===== src/design/srp_pkg.sv =====
`timescale 1ns / 1ps
// ----------------------------------------------------------------------------
// srp_pkg: shared types and constants of the readahead planner
// Beat layouts of both channels, register codes and page arithmetic.
// ----------------------------------------------------------------------------
package srp_pkg;

    localparam int unsigned PAGE_BYTES  = 4096;
    localparam int unsigned MIN_W       = 25;
    localparam int unsigned MAX_W       = 29;
    localparam int unsigned REQ_W       = 25;
    localparam int unsigned CFG_DATA_W  = 29;
    localparam int unsigned CFG_INDEX_W = 2;
    localparam int unsigned CREDIT_W    = MIN_W + 1;

    localparam logic [63:0] PAGE_MASK = 64'(PAGE_BYTES - 1);

    localparam logic [MIN_W-1:0] MIN_WINDOW_RST  = MIN_W'(65536);
    localparam logic [MAX_W-1:0] MAX_WINDOW_RST  = MAX_W'(1048576);
    localparam logic [REQ_W-1:0] REQUEST_MAX_RST = REQ_W'(262144);

    // register indexes on the config port
    typedef enum logic [CFG_INDEX_W-1:0] {
        REG_MIN_WINDOW  = 2'd0,
        REG_MAX_WINDOW  = 2'd1,
        REG_REQUEST_MAX = 2'd2
    } srp_reg_t;

    localparam logic OP_OBSERVE = 1'b0;
    localparam logic OP_QUERY   = 1'b1;

    localparam logic ST_OK        = 1'b0;
    localparam logic ST_BAD_RANGE = 1'b1;

    typedef struct packed {
        logic        operation;
        logic [63:0] read_offset;
        logic [63:0] read_length;
        logic [63:0] file_end;
        logic [63:0] useful_credit;
        logic        memory_pressure;
        logic [63:0] query_generation;
        logic [24:0] query_length;
    } srp_item_t;

    typedef struct packed {
        logic        status;
        logic [63:0] proposal_generation;
        logic [62:0] proposal_offset;
        logic [24:0] proposal_length;
        logic        is_current;
    } srp_result_t;

    // item-only values worked out one stage ahead of the stream state
    typedef struct packed {
        logic                is_query;
        logic                range_bad;
        logic                drop;
        logic [63:0]         read_offset;
        logic [63:0]         read_end;
        logic [63:0]         first_page;
        logic [63:0]         file_end;
        logic [63:0]         file_end_up;
        logic [CREDIT_W-1:0] credit;
        logic [63:0]         query_generation;
        logic                query_len_nz;
    } srp_prep_t;

    function automatic logic [63:0] page_up(input logic [63:0] x);
        page_up = (x + PAGE_MASK) & ~PAGE_MASK;
    endfunction

endpackage


===== src/design/sequential_readahead_planner_unit.sv =====
`timescale 1ns / 1ps
// ----------------------------------------------------------------------------
// sequential_readahead_planner_unit: sequential readahead window planner
// An item beat moves through the item, prep and result registers in that order.
// Throughput: one item per cycle while result_stall is low.
// Stall on item rises only when all three stages hold beats and result stalls.
// Reset: rst_n async low; stream idle, generation zero, registers at defaults.
// ----------------------------------------------------------------------------
module sequential_readahead_planner_unit
(
    input  logic                                clk,
    input  logic                                rst_n,
    input  logic                                cfg_write_en,
    input  logic [srp_pkg::CFG_INDEX_W-1:0]     cfg_index,
    input  logic [srp_pkg::CFG_DATA_W-1:0]      cfg_data,
    input  logic                                item_valid,
    output logic                                item_stall,
    input  srp_pkg::srp_item_t                  item,
    output logic                                result_valid,
    input  logic                                result_stall,
    output srp_pkg::srp_result_t                result
);

    // ------------------------------------------------------------------
    // Pipeline: item register -> prep register -> result register.
    // Prep holds everything that depends only on the item (range check,
    // end of read, page rounding, clipped credit). The last stage reads
    // and writes the stream state, so consecutive items see each
    // other's updates with no hazard.
    // ------------------------------------------------------------------

    // configuration
    logic [srp_pkg::MIN_W-1:0] min_window_reg;
    logic [srp_pkg::MAX_W-1:0] max_window_reg;
    logic [srp_pkg::REQ_W-1:0] request_max_reg;

    // stream state
    logic                      stream_valid_reg,     stream_valid_next;
    logic                      stream_exhausted_reg, stream_exhausted_next;
    logic [63:0]               generation_reg,       generation_next;
    logic [srp_pkg::MAX_W-1:0] window_reg,           window_next;
    logic [srp_pkg::MIN_W-1:0] useful_reg,           useful_next;
    logic [63:0]               expected_reg,         expected_next;
    logic [63:0]               issued_reg,           issued_next;

    // pipeline registers
    logic                 in_valid_reg;
    srp_pkg::srp_item_t   item_reg;
    logic                 prep_valid_reg;
    srp_pkg::srp_prep_t   prep_reg;
    srp_pkg::srp_prep_t   prep_next;
    logic                 out_valid_reg;
    srp_pkg::srp_result_t result_reg;
    srp_pkg::srp_result_t result_next;

    // flow control: each stage moves when the one after it has room
    logic out_free;
    logic prep_free;
    logic in_free;
    logic state_en;

    assign out_free   = !out_valid_reg || !result_stall;
    assign prep_free  = !prep_valid_reg || out_free;
    assign in_free    = !in_valid_reg || prep_free;
    assign state_en   = prep_valid_reg && out_free;
    assign item_stall = !in_free;

    assign result_valid = out_valid_reg;
    assign result       = result_reg;

    // ------------------------------------------------------------------
    // Item-only precompute. A read is bad when eof is past 2^63-1 or
    // offset+length (65 bits, so no wrap) passes eof; offset beyond eof
    // is covered by the same compare.
    // ------------------------------------------------------------------
    logic [64:0] end_wide;

    always_comb
    begin
        end_wide = {1'b0, item_reg.read_offset} + {1'b0, item_reg.read_length};

        prep_next.is_query    = (item_reg.operation == srp_pkg::OP_QUERY);
        prep_next.range_bad   = item_reg.file_end[63] || (end_wide > {1'b0, item_reg.file_end});
        prep_next.drop        = item_reg.memory_pressure || (item_reg.read_length == 64'd0);
        prep_next.read_offset = item_reg.read_offset;
        prep_next.read_end    = end_wide[63:0];
        // three-operand add: round offset+length up to a page in one pass
        prep_next.first_page  = (item_reg.read_offset + item_reg.read_length
                                 + srp_pkg::PAGE_MASK) & ~srp_pkg::PAGE_MASK;
        prep_next.file_end    = item_reg.file_end;
        prep_next.file_end_up = srp_pkg::page_up(item_reg.file_end);
        // credit at or above 2^25 always exceeds the room left
        prep_next.credit      = (|item_reg.useful_credit[63:srp_pkg::MIN_W])
                                ? {1'b1, {srp_pkg::MIN_W{1'b0}}}
                                : {1'b0, item_reg.useful_credit[srp_pkg::MIN_W-1:0]};
        prep_next.query_generation = item_reg.query_generation;
        prep_next.query_len_nz     = (item_reg.query_length != '0);
    end

    // ------------------------------------------------------------------
    // Stream stage
    // ------------------------------------------------------------------
    logic                      gen_at_max;
    logic [63:0]               gen_bumped;
    logic                      seq_break;
    logic [srp_pkg::MIN_W+1:0] useful_sum;
    logic                      window_switch;
    logic [srp_pkg::MAX_W-1:0] window_cont;
    logic [63:0]               limit_raw;
    logic [63:0]               limit;
    logic [63:0]               first;
    logic [63:0]               span;
    logic [srp_pkg::MAX_W-1:0] avail;
    logic [srp_pkg::REQ_W-1:0] avail_cap;
    logic                      no_room;
    logic                      too_short;
    logic                      propose;

    always_comb
    begin
        gen_at_max = (generation_reg == '1);
        gen_bumped = generation_reg + 64'd1;
        seq_break  = stream_valid_reg && (prep_reg.read_offset != expected_reg);

        // useful credit saturates at min_window; hitting it opens the window
        useful_sum    = {2'b00, useful_reg} + {1'b0, prep_reg.credit};
        window_switch = (useful_reg <= min_window_reg)
                        && (useful_sum >= {2'b00, min_window_reg});
        window_cont   = window_switch ? max_window_reg : window_reg;

        limit_raw = prep_reg.first_page + {{(64-srp_pkg::MAX_W){1'b0}}, window_cont};
        limit     = (limit_raw > prep_reg.file_end_up) ? prep_reg.file_end_up : limit_raw;
        first     = (prep_reg.first_page < issued_reg) ? issued_reg : prep_reg.first_page;
        no_room   = (first >= limit) || (first >= prep_reg.file_end);
        // window is the upper bound on limit-first
        span      = limit - first;
        avail     = span[srp_pkg::MAX_W-1:0];
        too_short = (avail < {{(srp_pkg::MAX_W-srp_pkg::MIN_W+1){1'b0}},
                              min_window_reg[srp_pkg::MIN_W-1:1]})
                    && (limit != prep_reg.file_end_up);
        avail_cap = (avail > {{(srp_pkg::MAX_W-srp_pkg::REQ_W){1'b0}}, request_max_reg})
                    ? request_max_reg : avail[srp_pkg::REQ_W-1:0];
        propose   = !no_room && !too_short && (avail_cap != '0);

        stream_valid_next     = stream_valid_reg;
        stream_exhausted_next = stream_exhausted_reg;
        generation_next       = generation_reg;
        window_next           = window_reg;
        useful_next           = useful_reg;
        expected_next         = expected_reg;
        issued_next           = issued_reg;

        result_next.status              = srp_pkg::ST_OK;
        result_next.proposal_generation = '0;
        result_next.proposal_offset     = '0;
        result_next.proposal_length     = '0;
        result_next.is_current          = 1'b0;

        if (prep_reg.is_query)
        begin
            result_next.is_current = stream_valid_reg && !stream_exhausted_reg
                                     && prep_reg.query_len_nz
                                     && (prep_reg.query_generation == generation_reg);
        end
        else if (prep_reg.range_bad || prep_reg.drop || (!stream_exhausted_reg && seq_break))
        begin
            // stream reset; a bad range also flags the beat
            if (prep_reg.range_bad)
            begin
                result_next.status = srp_pkg::ST_BAD_RANGE;
            end
            stream_valid_next = 1'b0;
            window_next       = '0;
            useful_next       = '0;
            expected_next     = '0;
            issued_next       = '0;
            if (gen_at_max)
            begin
                stream_exhausted_next = 1'b1;
            end
            else
            begin
                generation_next = gen_bumped;
            end
            // a sequence break restarts right away on the new generation
            if (!prep_reg.range_bad && !prep_reg.drop && !gen_at_max)
            begin
                stream_valid_next = 1'b1;
                expected_next     = prep_reg.read_end;
                issued_next       = prep_reg.read_end;
                window_next       = {{(srp_pkg::MAX_W-srp_pkg::MIN_W){1'b0}}, min_window_reg};
            end
        end
        else if (stream_exhausted_reg)
        begin
            // dead stream: nothing moves
        end
        else if (!stream_valid_reg)
        begin
            // first read of a fresh stream; generation zero is never handed out
            if (generation_reg == '0)
            begin
                generation_next = 64'd1;
            end
            stream_valid_next = 1'b1;
            expected_next     = prep_reg.read_end;
            issued_next       = prep_reg.read_end;
            useful_next       = '0;
            window_next       = {{(srp_pkg::MAX_W-srp_pkg::MIN_W){1'b0}}, min_window_reg};
        end
        else
        begin
            expected_next = prep_reg.read_end;
            if (window_switch)
            begin
                useful_next = min_window_reg;
                window_next = max_window_reg;
            end
            else if (useful_reg <= min_window_reg)
            begin
                useful_next = useful_sum[srp_pkg::MIN_W-1:0];
            end
            if (propose)
            begin
                result_next.proposal_generation = generation_reg;
                result_next.proposal_offset     = first[62:0];
                result_next.proposal_length     = avail_cap;
                issued_next = first + {{(64-srp_pkg::REQ_W){1'b0}}, avail_cap};
            end
        end
    end

    // ------------------------------------------------------------------
    // Registers
    // ------------------------------------------------------------------
    always_ff @(posedge clk or negedge rst_n)
    begin
        if (!rst_n)
        begin
            min_window_reg       <= srp_pkg::MIN_WINDOW_RST;
            max_window_reg       <= srp_pkg::MAX_WINDOW_RST;
            request_max_reg      <= srp_pkg::REQUEST_MAX_RST;
            stream_valid_reg     <= 1'b0;
            stream_exhausted_reg <= 1'b0;
            generation_reg       <= '0;
            window_reg           <= '0;
            useful_reg           <= '0;
            expected_reg         <= '0;
            issued_reg           <= '0;
            in_valid_reg         <= 1'b0;
            prep_valid_reg       <= 1'b0;
            out_valid_reg        <= 1'b0;
        end
        else
        begin
            if (cfg_write_en)
            begin
                unique case (cfg_index)
                    srp_pkg::REG_MIN_WINDOW:  min_window_reg  <= cfg_data[srp_pkg::MIN_W-1:0];
                    srp_pkg::REG_MAX_WINDOW:  max_window_reg  <= cfg_data[srp_pkg::MAX_W-1:0];
                    srp_pkg::REG_REQUEST_MAX: request_max_reg <= cfg_data[srp_pkg::REQ_W-1:0];
                    default: ;
                endcase
            end
            if (in_free)
            begin
                in_valid_reg <= item_valid;
            end
            if (prep_free)
            begin
                prep_valid_reg <= in_valid_reg;
            end
            if (out_free)
            begin
                out_valid_reg <= prep_valid_reg;
            end
            if (state_en)
            begin
                stream_valid_reg     <= stream_valid_next;
                stream_exhausted_reg <= stream_exhausted_next;
                generation_reg       <= generation_next;
                window_reg           <= window_next;
                useful_reg           <= useful_next;
                expected_reg         <= expected_next;
                issued_reg           <= issued_next;
            end
        end
    end

    // payload registers, no reset
    always_ff @(posedge clk)
    begin
        if (in_free)
        begin
            item_reg <= item;
        end
        if (prep_free)
        begin
            prep_reg <= prep_next;
        end
        if (out_free)
        begin
            result_reg <= result_next;
        end
    end

endmodule


===== config.mk =====
export PLATFORM = sky130hd
export DESIGN_NAME = sequential_readahead_planner_unit
export DESIGN_NICKNAME = d
export VERILOG_FILES = /design/src/design/srp_pkg.sv /design/src/design/sequential_readahead_planner_unit.sv
export SDC_FILE = /design/constraint.sdc
export NUM_CORES = 2
export LEC_CHECK = 0
export BUFFER_PORTS_ARGS = -buffer_cell sky130_fd_sc_hd__buf_2
export CAP_MARGIN = 10
export CORE_UTILIZATION = 40
export DETAILED_ROUTE_END_ITERATION = 10
export HOLD_SLACK_MARGIN = 0.08
export SYNTH_ARGS = -nofsm -noshare
export SYNTH_HDL_FRONTEND = slang
export SYNTH_SLANG_ARGS = --single-unit

===== constraint.sdc =====
create_clock -name clk -period 37.4 [get_ports clk]
set_input_delay 7.48 -clock clk [delete_from_list [all_inputs] [get_ports clk]]
set_output_delay 7.48 -clock clk [all_outputs]
set_load 0.03 [all_outputs]

# == After elaboration in Yosys (flattened, before gate mapping) ==
# Index checks and enable logic that the tools add are counted.
# totals
regBits,1221
in_bits,383
out_inout_bits,156
word_cells,149
# classes
addsub,9
order_cmp,9
eq_ne,11
mux,30
n_bitwise,4
n_reduce_logical,48
# ops
operator,n
$mux W64,14
$mux W25,7
$add A64 B12 Y64 const B,2
$ge A64 B64 Y1,2
$logic_not A64 Y1,2
$ne A64 B64 Y1,2
$mux W29,4
$add A64 B64 Y65,1
$gt A65 B64 Y1,1
$add A64 B1 Y64 const B,1
$add A64 B25 Y64,1
$add A64 B29 Y64,1
$add A64 B64 Y64,1
$eq A64 B64 Y1,1
$eq A64 B64 Y1 const B,1
$gt A64 B64 Y1,1
$lt A64 B64 Y1,1
$reduce_bool A25 Y1,2
$reduce_or A39 Y1,1
$gt A29 B25 Y1,1
$lt A29 B24 Y1,1
$sub A29 B29 Y29,1
$add A25 B26 Y27,1
$ge A27 B25 Y1,1
other kinds (21),60

# == Longest topological paths before layout ==
# logic_depth
word_depth,17
mapped_depth,99
depth_no_buf,93

# == Worst setup path after synthesis ==
# OpenSTA, ideal clock, no wires.
# synth_path
path_type,input to output
from,in result_stall
to,out item_stall
arrival_time_ns,20.844
t_required_ns,29.920
path_slack_ns,9.076
stages,2
path_buffers,0
cell_sequence,nand4_1 -> inv_1
# synth_via
elab_chain_cells,5
# synth_lines
item,line,rtl
start: declaration,sequential_readahead_planner_unit.sv:20,"input logic result_stall,"
$logic_not A1 Y1,sequential_readahead_planner_unit.sv:62,assign out_free = !out_valid_reg || !result_stall;
$logic_or A1 B1 Y1,sequential_readahead_planner_unit.sv:62,
$logic_or A1 B1 Y1,sequential_readahead_planner_unit.sv:63,assign prep_free = !prep_valid_reg || out_free;
$logic_or A1 B1 Y1,sequential_readahead_planner_unit.sv:64,assign in_free = !in_valid_reg || prep_free;
$logic_not A1 Y1,sequential_readahead_planner_unit.sv:66,assign item_stall = !in_free;
end: declaration,sequential_readahead_planner_unit.sv:17,"output logic item_stall,"
# Every way passes these cells.

# == Worst setup path in the final report ==
# layout_path
from,reg useful_reg[5] (netlist bit)
to,reg issued_reg[42]
# layout_via
elab_chain_cells,15
word_cells_on_any_way,28
# layout_lines
item,line,rtl
start: declaration,sequential_readahead_planner_unit.sv:42,"logic [srp_pkg::MIN_W-1:0] useful_reg, useful_next;"
start signal: assignment,sequential_readahead_planner_unit.sv:283,useful_reg <= useful_next;
$add A25 B26 Y27,sequential_readahead_planner_unit.sv:126,"useful_sum = {2'b00, useful_reg} + {1'b0, prep_reg.credit};"
$ge A27 B25 Y1,sequential_readahead_planner_unit.sv:128,"&& (useful_sum >= {2'b00, min_window_reg});"
$logic_and A1 B1 Y1 (*),sequential_readahead_planner_unit.sv:128,
$mux W29 (*),--,
$add A64 B29 Y64 (*),sequential_readahead_planner_unit.sv:131,"limit_raw = prep_reg.first_page + {{(64-srp_pkg::MAX_W){1'b0}}, window_cont};"
$gt A64 B64 Y1,sequential_readahead_planner_unit.sv:132,limit = (limit_raw > prep_reg.file_end_up) ? prep_reg.file_end_up : limit_raw;
$mux W64 (*),sequential_readahead_planner_unit.sv:132,
$sub A29 B29 Y29 (*),sequential_readahead_planner_unit.sv:136,span = limit - first;
$gt A29 B25 Y1,sequential_readahead_planner_unit.sv:141,"avail_cap = (avail > {{(srp_pkg::MAX_W-srp_pkg::REQ_W){1'b0}}, request_max_reg})"
$mux W25 (*),sequential_readahead_planner_unit.sv:142,? request_max_reg : avail[srp_pkg::REQ_W-1:0];
named net avail_cap (one bit),sequential_readahead_planner_unit.sv:114,logic [srp_pkg::REQ_W-1:0] avail_cap;
$add A64 B25 Y64,sequential_readahead_planner_unit.sv:228,"issued_next = first + {{(64-srp_pkg::REQ_W){1'b0}}, avail_cap};"
$mux W64,sequential_readahead_planner_unit.sv:223,if (propose)
$mux W64,sequential_readahead_planner_unit.sv:198,else if (!stream_valid_reg)
$mux W64,sequential_readahead_planner_unit.sv:194,else if (stream_exhausted_reg)
$mux W64,sequential_readahead_planner_unit.sv:165,else if (prep_reg.range_bad || prep_reg.drop || (!stream_exhausted_reg && seq_break))
end signal: assignment,sequential_readahead_planner_unit.sv:285,issued_reg <= issued_next;
end: declaration,sequential_readahead_planner_unit.sv:44,"logic [63:0] issued_reg, issued_next;"
# The timed path passes the listed nets; every way through them passes the cells marked *. The select of a mux whose other input is x is not followed.
# A chain may end at the register's enable or synchronous reset.

==> flow_metrics.env <==
export IMPL_synth_cell_types=101
export IMPL_drive_gt1_share_pct=13.87
export IMPL_yosysWarnings=0
export IMPL_dp_cells=9117
export IMPL_drtAntennaViolNets=0
export IMPL_drc=0
export IMPL_nets=7996
export IMPL_tritoncts="built"
export IMPL_clk_pin_slew_ns=0.06
export IMPL_firstDrtPassIters=7
export IMPL_rsz0062_at_grt="no"
export IMPL_setup_tns_ns=0
export IMPL_synth_top_area_share_pct=38.15
export IMPL_synthTopCellsByArea="edfxtp_1 38%, dfrtp_1 12%, ha_1 11%"
export IMPL_grt_max_degree=120
export IMPL_synth_area_um2=70130
export IMPL_relSlewSlack_pct=10.27
export IMPL_htree_levels=4
export IMPL_syn_nets=7417
export IMPL_routed_via_density=5.628
export IMPL_path_max_fanout=50
export IMPL_drt_iter0_markers=5660
export IMPL_post_cts_setup_buffers=0
export IMPL_end_kind="flip-flop"
export IMPL_hold_class="flip-flop to flip-flop"
export IMPL_io_pins=539
export IMPL_crit_type="flip-flop to flip-flop"
export IMPL_cpLargestDelayFamily="compound AO/OA/AOI/OAI gates"
export IMPL_start_util_pct=40.30
export IMPL_irDropWorstVdd_mv=0.09539
export IMPL_outcome="completed"
export IMPL_vias=52780
export IMPL_layout_commonest_cell="edfxtp_1"
export IMPL_largest_register_ffs=390
export IMPL_slowest_stage="nor4_1"
export IMPL_synthCells=6354
export IMPL_cts_sinks=1221
export IMPL_synthArstFlopShare_pct=27.03
export IMPL_synth_seq_cells=1221
export IMPL_cts_buffer_depth=3
export IMPL_die_y_um=420.7
export IMPL_antenna_found_initial=7
export IMPL_num_fill_cells=16170
export IMPL_die_w_um=420.7
export IMPL_grt_pass1_vias=50000
export IMPL_period_share_pct=58.66
export IMPL_syn_avg_cell_area_um2=11.04
export IMPL_required_ns=38.07
export IMPL_ys_seq_area_share_pct=49.93
export IMPL_port_buffers=538
export IMPL_globalplace_congestion=0.9948
export IMPL_yosysTopAreaCell="edfxtp_1"
export IMPL_setup_viol=0
export IMPL_cts_inserted_buffers=139
export IMPL_cts_hold_buffers=0
export IMPL_crit_path_frequent_cell="o21ai_0"
export IMPL_grt_remaining_overflow=0
export IMPL_rows=153
export IMPL_drt_total_wl_mm=246.9
export IMPL_powerDensity_nw_per_um2=93.99
export IMPL_critical_path_n_buffers_inverters=3
export IMPL_routedWlPerCell_um=26.33
export IMPL_final_max_slew_violation_count=0
export IMPL_ys_flop_type="edfxtp_1"
export IMPL_grt_pass1_wl_mm=349.4
export IMPL_cp_arrival_ns=22.61
export IMPL_fmax_mhz=45.58
export IMPL_final_setup_skew_ns=0.05135
export IMPL_start_kind="flip-flop"
export IMPL_dp_hpwl_mm=198.7
export IMPL_cap_violations=0
export IMPL_worst_slew_pin_slew_ns=1.332
export IMPL_grt_total_usage_pct=27.42
export IMPL_die_area_um2=177000
export IMPL_final_hold_viol_count=0
export IMPL_synth_edf_count=891
export IMPL_cts_resized=0
export IMPL_final_cell_mix="891 x edfxtp_1, 625 x ha_1, 537 x buf_2"
export IMPL_finalCriticalPeriod_ns=21.94
export IMPL_max_stage_delay_ns=1.02
export IMPL_p_leak_nw=35.17
export IMPL_worstSkewPairLatency_ns=0.84
export IMPL_area_growth_pct=14.70
export IMPL_root_buffer="clkbuf_16"
export IMPL_core_area_um2=174000
export IMPL_final_cells=9377
[worst register-to-register path, delay by kind of cell (launching register included)]
kind            cells  cell delay, ns
simple gates       30            7.68
mux                 1            0.09
compound gates     42            9.98
flops               1            0.40
fa+ha+maj           8            2.56
buf+inv             3            0.52
xor+xnor            3            0.56
[worst paths after layout]
check / from / slack, ns / to / cells past startpoint
hold reg to reg: item_reg[49]$_DFFE_PN_ / 0.40 / prep_reg[25]$_DFFE_PP_ / 0
setup reg to reg: useful_reg[5]$_DFFE_PN0P_ / 15.46 / issued_reg[42]$_DFFE_PN0P_ / 87
min in group asynchronous: rst_n / 6.71 / expected_reg[54]$_DFFE_PN0P_ / 1
max in group asynchronous: rst_n / 28.58 / window_reg[6]$_DFFE_PN0P_ / 3
setup / recovery: useful_reg[5]$_DFFE_PN0P_ / 15.46 / issued_reg[42]$_DFFE_PN0P_ / 87
hold / removal: item_reg[49]$_DFFE_PN_ / 0.40 / prep_reg[25]$_DFFE_PP_ / 0
[cells in the mapped netlist, types with 60 or more instances]
| library cell | number |
|---|---|
| xor2_1 | 191 |
| nor2_1 | 413 |
| a22o_1 | 70 |
| nor2b_1 | 72 |
| dfrtp_1 | 327 |
| nand3_1 | 125 |
| mux2_2 | 60 |
| clkbuf_1 | 150 |
| a21o_1 | 131 |
| inv_1 | 503 |
| o21a_1 | 69 |
| a21oi_1 | 347 |
| ha_1 | 625 |
| edfxtp_1 | 891 |
| xnor2_1 | 319 |
| nand4_1 | 151 |
| o21ai_0 | 247 |
| and2_1 | 144 |
| nor4_1 | 127 |
| nor3_1 | 115 |
| nand2b_1 | 66 |
| nand2_1 | 436 |
| a22oi_1 | 65 |
| and3_1 | 64 |
| o31ai_1 | 62 |
[per-stage QoR]
stage	area [µm²]	hold slack [ns]	power [mW]	util, %	setup WS, ns
after floorplan	70130	0.4003	4.511	-	9.076
after global placement	75770	0.4003	6.063	43.54	16.54
after detailed placement	75770	0.4045	6.072	43.54	16.12
after CTS	80430	0.3983	7.488	46.22	16.04
after global routing	80430	0.4138	7.984	46.22	14.06
final	80440	0.3970	7.560	46.23	15.46
[layout make-up]
| cell class | instances | area [µm²] | area share, % |
|---|---|---|---|
| Tap cell | 2325 | 2909 | 3.616 |
| Antenna cell | 2 | 5.005 | 0.006222 |
| Clock inverter | 69 | 839.6 | 1.044 |
| Inverter | 503 | 1888 | 2.347 |
| Multi-Input combinational cell | 4443 | 32580 | 40.51 |
| Clock buffer | 189 | 3829 | 4.760 |
| Timing Repair Buffer | 625 | 3368 | 4.187 |
| Sequential cell | 1221 | 35020 | 43.53 |
[cell families (layout without fill, tap and decap cells)]
kind of cell,count (synthesis),in the layout,share of synthesized area [%]
other cells,0,2,0
buf+inv,690,1386,3.786
simple gates,1819,1819,13.00
mux,92,92,1.420
compound gates,1341,1341,12.74
fa+ha+maj,680,680,12.72
flops,1221,1221,49.93
xor+xnor,511,511,6.401
[report_power, final]
| group | internal, mW | total (mW) | leakage [nW] | switching, mW |
|---|---|---|---|---|
| clock network | 0.800 | 1.39 | 2.27 | 0.588 |
| registers | 1.68 | 1.90 | 13.4 | 0.213 |
| logic | 1.45 | 4.28 | 19.5 | 2.82 |
| total | 3.93 | 7.56 | 35.2 | 3.63 |
[routing by layer]
metal,GRT usage [%],vias to the layer above,wire (µm)
met3,4.436,311,18110
li1,-,24350,-
met4,9.035,6,8340
met1,40.69,25960,114700
met2,40.45,2153,105700
met5,0,-,34
(Power assumes the default switching activity.)
